File: config.mk
export PLATFORM = sky130hd
export DESIGN_NAME = permutation_unrank_ten_unit
export DESIGN_NICKNAME = d
export VERILOG_FILES = /design/src/hw/rtl/pur_pkg.sv /design/src/hw/rtl/pur_cell.sv /design/src/hw/rtl/permutation_unrank_ten_unit.sv
export VERILOG_INCLUDE_DIRS = /design/src /design/src/hw/rtl
export SDC_FILE = /design/constraint.sdc
export NUM_CORES = 1
export LEC_CHECK = 0
export ABC_AREA = 1
export BUFFER_PORTS_ARGS = -buffer_cell sky130_fd_sc_hd__buf_2
export CAP_MARGIN = 20
export CORE_UTILIZATION = 30
export DETAILED_ROUTE_END_ITERATION = 8
export SYNTH_ARGS = -nofsm -noshare
export SYNTH_HDL_FRONTEND = slang
export SYNTH_SLANG_ARGS = --single-unit
File: constraint.sdc
create_clock -name i_clk -period 4.7 [get_ports i_clk]
set_input_delay 0.235 -clock i_clk [delete_from_list [all_inputs] [get_ports i_clk]]
set_output_delay 0.235 -clock i_clk [all_outputs]
set_load 0.01 [all_outputs]
File: src/hw/rtl/assert_macros.svh
// ----------------------------------------------------------------------------
// assert_macros.svh
// Assertion macros for the RTL: an overlapping and a
// next-cycle implication, both sampled on the rising clock edge and
// switched off while the active-low reset is asserted.
// ----------------------------------------------------------------------------
`ifndef ASSERT_MACROS_SVH
`define ASSERT_MACROS_SVH

// Consequent must hold in the same cycle as the antecedent.
`define ASSERT_IMPL(label, clk, rst_n, ante, cons) \
    label: assert property (@(posedge clk) disable iff (!(rst_n)) (ante) |-> (cons)) \
        else $error("assertion failed: same-cycle implication");

// Consequent must hold in the cycle after the antecedent.
`define ASSERT_NEXT(label, clk, rst_n, ante, cons) \
    label: assert property (@(posedge clk) disable iff (!(rst_n)) (ante) |=> (cons)) \
        else $error("assertion failed: next-cycle implication");

`endif

File: src/hw/rtl/pur_pkg.sv
// ----------------------------------------------------------------------------
// pur_pkg
// Types, constants and the factorial weight table of the permutation
// unranking unit.
// ----------------------------------------------------------------------------
package pur_pkg;

    localparam int unsigned NUM_ELEM = 10;
    localparam int unsigned ELEM_W   = 4;
    localparam int unsigned RANK_W   = 22;
    localparam int unsigned CNT_W    = 4;

    localparam logic [RANK_W-1:0] RANK_LIMIT = 22'd3628800;
    localparam logic [CNT_W-1:0]  LAST_IDX   = CNT_W'(NUM_ELEM - 1);

    typedef logic [ELEM_W-1:0] t_elem;

    typedef struct packed {
        logic  used;
        t_elem elem;
    } t_cell;

    // Weight of the digit picked in a given pass: (9 - pass)!.
    function automatic logic [RANK_W-1:0] fact_weight(input logic [CNT_W-1:0] pass);
        logic [RANK_W-1:0] w;
        case (pass)
            4'd0:    w = 22'd362880;
            4'd1:    w = 22'd40320;
            4'd2:    w = 22'd5040;
            4'd3:    w = 22'd720;
            4'd4:    w = 22'd120;
            4'd5:    w = 22'd24;
            4'd6:    w = 22'd6;
            4'd7:    w = 22'd2;
            4'd8:    w = 22'd1;
            4'd9:    w = 22'd1;
            default: w = 22'd1;
        endcase
        return w;
    endfunction

endpackage

File: src/hw/rtl/pur_cell.sv
// ----------------------------------------------------------------------------
// pur_cell
// One cell of the element ring: holds an element and its used flag, loads
// the identity entry on a new transfer and takes its neighbor's entry
// on every cycle of the scan.
// ----------------------------------------------------------------------------
module pur_cell (
    input  logic           i_clk,
    input  logic           i_load,
    input  pur_pkg::t_cell i_init,
    input  logic           i_shift,
    input  pur_pkg::t_cell i_next,
    output pur_pkg::t_cell o_cell
);
    import pur_pkg::*;

    t_cell r_cell;
    t_cell n_cell;

    always_comb begin
        n_cell = r_cell;
        if (i_load) begin
            n_cell = i_init;
        end else if (i_shift) begin
            n_cell = i_next;
        end
    end

    always_ff @(posedge i_clk) begin
        r_cell <= n_cell;
    end

    assign o_cell = r_cell;

endmodule

File: src/hw/rtl/permutation_unrank_ten_unit.sv
// ----------------------------------------------------------------------------
// permutation_unrank_ten_unit
// Turns a rank 0..10!-1 into the permutation of 0..9 that the factorial
// number system gives; ranks of 10! or more give the identity, flagged.
// ----------------------------------------------------------------------------
// Usage:
//   Input channel: drive i_rank and raise start; the transfer happens at a
//   rising edge with start high and busy low. busy stays high while a rank
//   is being worked on.
//   Result channel: o_strobe is high for exactly one cycle with
//   o_perm_0..o_perm_9 and o_rank_ok; the receiver cannot stall, so take
//   the result in that cycle. The result registers hold afterwards.
//   A valid rank gives its strobe when the scan ends and the unit
//   returns to idle. An out-of-range rank gives its strobe in the
//   cycle right after the transfer. A new rank may be transferred in the
//   strobe cycle, but is not taken while a valid rank is in the scan.
//   The scan is set by the element ring: ten passes, each a full
//   revolution of the ten cells past the head, one cell per cycle.
//   Reset (synchronous, active low) drops any rank in flight, clears the
//   strobe and returns to idle; no result is given for a dropped rank.
// ----------------------------------------------------------------------------
`include "assert_macros.svh"

module permutation_unrank_ten_unit (
    input  logic                      i_clk,
    input  logic                      i_rst_n,
    input  logic                      start,
    output logic                      busy,
    input  logic [pur_pkg::RANK_W-1:0] i_rank,
    output logic                      o_strobe,
    output logic [pur_pkg::ELEM_W-1:0] o_perm_0,
    output logic [pur_pkg::ELEM_W-1:0] o_perm_1,
    output logic [pur_pkg::ELEM_W-1:0] o_perm_2,
    output logic [pur_pkg::ELEM_W-1:0] o_perm_3,
    output logic [pur_pkg::ELEM_W-1:0] o_perm_4,
    output logic [pur_pkg::ELEM_W-1:0] o_perm_5,
    output logic [pur_pkg::ELEM_W-1:0] o_perm_6,
    output logic [pur_pkg::ELEM_W-1:0] o_perm_7,
    output logic [pur_pkg::ELEM_W-1:0] o_perm_8,
    output logic [pur_pkg::ELEM_W-1:0] o_perm_9,
    output logic                      o_rank_ok
);
    import pur_pkg::*;

    typedef enum logic {
        ST_IDLE,
        ST_RUN
    } t_state;

    t_state            r_state;
    logic              r_strobe;
    logic              r_rank_ok;
    logic              r_picked;
    logic [CNT_W-1:0]  r_cyc;
    logic [CNT_W-1:0]  r_pass;
    logic [RANK_W-1:0] r_rank;
    t_elem             r_perm [NUM_ELEM];

    t_cell             w_cell [NUM_ELEM];
    t_cell             w_tail;
    logic [NUM_ELEM-1:0] w_used;
    logic              w_accept;
    logic              w_in_ok;
    logic              w_load;
    logic              w_shift;
    logic [RANK_W-1:0] w_weight;
    logic              w_take;
    logic              w_skip;
    logic              w_pick;

    assign w_accept = start && (r_state == ST_IDLE);
    assign w_in_ok  = i_rank < RANK_LIMIT;
    assign w_load   = w_accept && w_in_ok;
    assign w_shift  = (r_state == ST_RUN);

    // Head of the ring is cell 0. Within a pass, walk the unused elements
    // in list order: skip one per weight the remaining rank still covers,
    // and pick the first one it does not.
    assign w_weight = fact_weight(r_pass);
    assign w_take   = w_shift && !w_cell[0].used && !r_picked;
    assign w_skip   = w_take && (r_rank >= w_weight);
    assign w_pick   = w_take && (r_rank < w_weight);

    // Recirculate the head to the tail, marked used once it is picked.
    always_comb begin
        w_tail      = w_cell[0];
        w_tail.used = w_cell[0].used | w_pick;
    end

    for (genvar g = 0; g < NUM_ELEM; g++) begin : g_ring
        t_cell w_init;
        t_cell w_next;

        assign w_init = '{used: 1'b0, elem: ELEM_W'(g)};

        if (g == NUM_ELEM - 1) begin : g_last
            assign w_next = w_tail;
        end else begin : g_mid
            assign w_next = w_cell[g+1];
        end

        pur_cell u_cell (
            .i_clk   (i_clk),
            .i_load  (w_load),
            .i_init  (w_init),
            .i_shift (w_shift),
            .i_next  (w_next),
            .o_cell  (w_cell[g])
        );

        assign w_used[g] = w_cell[g].used;
    end

    always_ff @(posedge i_clk) begin
        if (!i_rst_n) begin
            r_state  <= ST_IDLE;
            r_strobe <= 1'b0;
            r_picked <= 1'b0;
            r_cyc    <= '0;
            r_pass   <= '0;
        end else begin
            r_strobe <= 1'b0;
            case (r_state)
                ST_IDLE: begin
                    if (w_accept) begin
                        r_rank_ok <= w_in_ok;
                        r_rank    <= i_rank;
                        r_picked  <= 1'b0;
                        r_cyc     <= '0;
                        r_pass    <= '0;
                        if (w_in_ok) begin
                            r_state <= ST_RUN;
                        end else begin
                            // Out of range: show the identity right away.
                            for (int i = 0; i < NUM_ELEM; i++) begin
                                r_perm[i] <= ELEM_W'(i);
                            end
                            r_strobe <= 1'b1;
                        end
                    end
                end
                ST_RUN: begin
                    if (w_skip) begin
                        r_rank <= r_rank - w_weight;
                    end
                    // Shift picked elements in from the top; after ten
                    // picks the first one sits at position 0.
                    if (w_pick) begin
                        for (int i = 0; i < NUM_ELEM - 1; i++) begin
                            r_perm[i] <= r_perm[i+1];
                        end
                        r_perm[NUM_ELEM-1] <= w_cell[0].elem;
                    end
                    if (r_cyc == LAST_IDX) begin
                        r_cyc    <= '0;
                        r_picked <= 1'b0;
                        if (r_pass == LAST_IDX) begin
                            r_state  <= ST_IDLE;
                            r_strobe <= 1'b1;
                        end else begin
                            r_pass <= r_pass + 1'b1;
                        end
                    end else begin
                        r_cyc    <= r_cyc + 1'b1;
                        r_picked <= r_picked | w_pick;
                    end
                end
                default: begin
                    r_state <= ST_IDLE;
                end
            endcase
        end
    end

    assign busy      = (r_state == ST_RUN);
    assign o_strobe  = r_strobe;
    assign o_rank_ok = r_rank_ok;
    assign o_perm_0  = r_perm[0];
    assign o_perm_1  = r_perm[1];
    assign o_perm_2  = r_perm[2];
    assign o_perm_3  = r_perm[3];
    assign o_perm_4  = r_perm[4];
    assign o_perm_5  = r_perm[5];
    assign o_perm_6  = r_perm[6];
    assign o_perm_7  = r_perm[7];
    assign o_perm_8  = r_perm[8];
    assign o_perm_9  = r_perm[9];

    // Every pass must pick an element before the ring comes round.
    `ASSERT_IMPL(a_pass_picks, i_clk, i_rst_n, (r_state == ST_RUN) && (r_cyc == LAST_IDX), r_picked || w_pick)
    // A result is never shown while a rank is still in the ring.
    `ASSERT_IMPL(a_strobe_idle, i_clk, i_rst_n, r_strobe, !busy)
    // An out-of-range rank is answered in the next cycle, flagged.
    `ASSERT_NEXT(a_bad_rank, i_clk, i_rst_n, w_accept && !w_in_ok, r_strobe && !r_rank_ok && !busy)
    // A valid rank starts the scan.
    `ASSERT_NEXT(a_good_rank, i_clk, i_rst_n, w_accept && w_in_ok, busy && !r_strobe)
    // A valid result has used every element.
    `ASSERT_IMPL(a_all_used, i_clk, i_rst_n, r_strobe && r_rank_ok, &w_used)

endmodule
==> results.yml <==
sta:
  fmax_mhz: 340.5
  hold_violations: 0
  maxSlewViolCount: 0
  holdWs_ns: 0.08568
  setup_violations: 0
  fin_crit_ns: 2.937
  slew_headroom_pct: 48.71
  fin_setup_tns_ns: 0
  min_period_over_period_pct: 62.48
  worst_pin_slew_ns: 0.7682
  fin_skew_ns: 0.01226
  rsz0062_at_grt: "false"
floorplan:
  rows: 55
  start_util_pct: 30.51
  die_h_um: 153.5
  core_area_um2: 22570
  die_x_um: 153.5
  ios: 68
  design.die.area_um2: 23570
worst_hold_path:
  hp-class: "input pin to flip-flop"
power:
  p_per_area_nw_per_um2: 457.7
  sw_frac_of_total_pct: 29.29
  peakVddDrop_mv: 0.3472
  clkPwrFrac_pct: 39.8
  p_leak_nw: 3.722
  p_seq_share_pct: 39.6
  comb_power_share_pct: 20.6
  internal_power_mw: 2.634
  power_switching_mw: 1.091
worst_setup_path:
  cp-start-kind: "flip-flop"
  critPathMaxFanout: 40
  max_stage_delay_ns: 0.45
  crit_path_end_kind: "flip-flop"
  path_cells: "inv_1 -> ha_1 -> inv_1 -> fa_1 -> nand2_1 -> nand2_1 -> nand3_1 -> nand2_2 -> nand2_2 -> nand4_4 -> nor2_4 -> inv_4 -> o21ai_4 -> buf_4"
  cp_slowest_cell: "buf_4"
  worstPathArrival_ns: 3.01
  worstPathRequired_ns: 4.77
  path_class: "flip-flop to flip-flop"
placement:
  io_buffers: 67
  placed_cells: 1144
  gp_congestion: 0.8544
  dp.final_hpwl_um: 10340
layout:
  layout.cells.non_filler: 1176
  final_layout_size_suffix_gt1_share_pct: 17.96
  fin_nets: 930
  antennaDiodeCount: 0
  syn_to_final_growth_pct: 18.20
  num-fill-cells: 2337
yosys:
  netlist.area_leader.share_pct: 27.47
  synthTopCellsByArea: "edfxtp_1 (27%), dfxtp_1 (22%), nand2_1 (9.0%)"
  yosys_warnings: 0
  mappedNetlistNets: 866
  synth-edff-count: 63
  synth_top_cell_by_area: "edfxtp_1"
  ys_types: 41
  ys_top_cells_by_count: "nand2_1 (166), inv_1 (145), dfxtp_1 (75), nor2_1 (66), edfxtp_1 (63)"
  synthCells: 814
  yosysMostFrequentCell: "nand2_1"
  yosysSeqAreaShare_pct: 49.27
  ys_seq_elements: 138
  post_synth.cell_area_avg_um2: 8.460
  syn_area_um2: 6887
  ys_async_sr_fraction_pct: 0
  synthFlopType: "dfxtp_1"
clock_tree:
  h-tree-depth: 4
  cts_setup_buffers: 0
  ctsLongestPathBuffers: 2
  post_cts_resized: 0
  cts_hold_buf: 0
  cts-root-buf: "clkbuf_16"
  clk_pin_slew_worst_paths_ns: 0.06
  clock_latency_ns: 0.43
  cts_tree: "built"
  cts_buffers: 17
  cts.sink_count: 138
global_route:
  grt_pass1_wl_um: 24600
  grt_use_total_pct: 13.21
  grt_pass1_vias: 4983
  gr-total-overflow: 0
  antenna_found_initial: 1
  grt_max_degree: 56
drt:
  wire_per_inst_um: 12.59
  drtIter0Drc: 299
  dr.pass1.iters: 4
  avgViaCountPerCell: 4.502
  postRouteAntennaNets: 0
  routed_wl_um: 14800
  route.detailed.drc: 0
  via_count: 5294
run_status:
  status: "finished, final reports clean"
flow_run:
  max_cap_viol_count: 0
[state kept, by name (all words and copies together) (netlist names)]
signal and count:
busy 1, g_ring.u_cell.o_cell 50, o_rank_ok 1, o_strobe 1
r_cyc 4, r_pass 4, r_perm 40, r_picked 1
r_rank 22, w_weight 14
[worst paths after layout]
| path | cells after the start | start | slack, ns | end |
|---|---|---|---|---|
| max | 14 | r_rank[0]$_DFFE_PP_ | 1.76 | r_perm[7][1]$_SDFFCE_PN1P_ |
| max reg2reg | 14 | r_rank[0]$_DFFE_PP_ | 1.76 | r_perm[7][1]$_SDFFCE_PN1P_ |
| min | 3 | i_rank[4] | 0.09 | r_rank[4]$_DFFE_PP_ |
| min reg2reg | 2 | g_ring[7].u_cell.o_cell[3]$_SDFFE_PP0P_ | 0.47 | g_ring[7].u_cell.o_cell[3]$_SDFFE_PP0P_ |
[stage by stage]
stage | util (%) | power [mW] | worst slack, ns | area [µm²]
3_5_place_dp | 33.19 | 2.258 | 1.735 | 7491
4_1_cts | 36.06 | 3.757 | 1.731 | 8140
6_report | 36.06 | 3.726 | 1.763 | 8140
5_1_grt | 36.06 | 3.927 | 1.519 | 8140
2_1_floorplan | - | 2.079 | 0.5666 | 6887
3_3_place_gp | 33.19 | 2.245 | 1.782 | 7491
[power groups by stage]
stage	sequential (mW)	combinational (mW)	clock [mW]
floorplan	1.49	0.590	0
global placement	1.50	0.749	0
detailed placement	1.50	0.758	0
CTS	1.48	0.768	1.51
global route	1.49	0.880	1.56
finish	1.48	0.766	1.48
[cell families after synthesis]
kind of cell	after synthesis	share of synthesized area (%)
and+or+nand+nor	346	23.60
xor gates and xnor gates	10	1.272
DFF	138	49.27
buffers and inverters	181	10.48
adders and majority gates	27	5.015
AOI/OAI and AO/OA	112	10.36
[placed cells by master (no fill, tap or decap), types with 17 or more instances in the layout]
cell and n:
nand3_1 39, nor2_1 66, dfxtp_1 74, edfxtp_1 63, inv_1 145, ha_1 26, a21oi_1 25, buf_2 67
o21ai_0 29, o211ai_1 45, nand2_1 166, clkbuf_16 17
[worst max-delay path, delay by kind of cell, from the launching register on]
kind / cells / cell delay, ns
adder cells (fa/ha/maj): 2 / 0.51
AO/OA/AOI/OAI: 1 / 0.11
flip-flops: 1 / 0.35
buffers and inverters: 4 / 0.78
AND/OR/NAND/NOR: 7 / 0.79
[area by class of cell]
type,instances,area (µm²),share of cell area (%)
sequential,138,3395,41.70
multi-input combinational,495,2786,34.23
inverter,154,580.6,7.132
clock buffer,19,432.9,5.318
timing repair buffer,72,372.9,4.580
tap,285,356.6,4.381
clock inverter,13,216.5,2.659
[metal layers]
layer  vias to the layer above  track usage [%]  share of wire [%]
met2                       113            20.09                 43
li1                       2738                -                  -
met4                         2            6.048                1.9
met5                         -                0              0.081
met3                        23            3.439                5.3
met1                      2418            17.54                 49
Note: power is estimated with default switching activity, not from simulation.
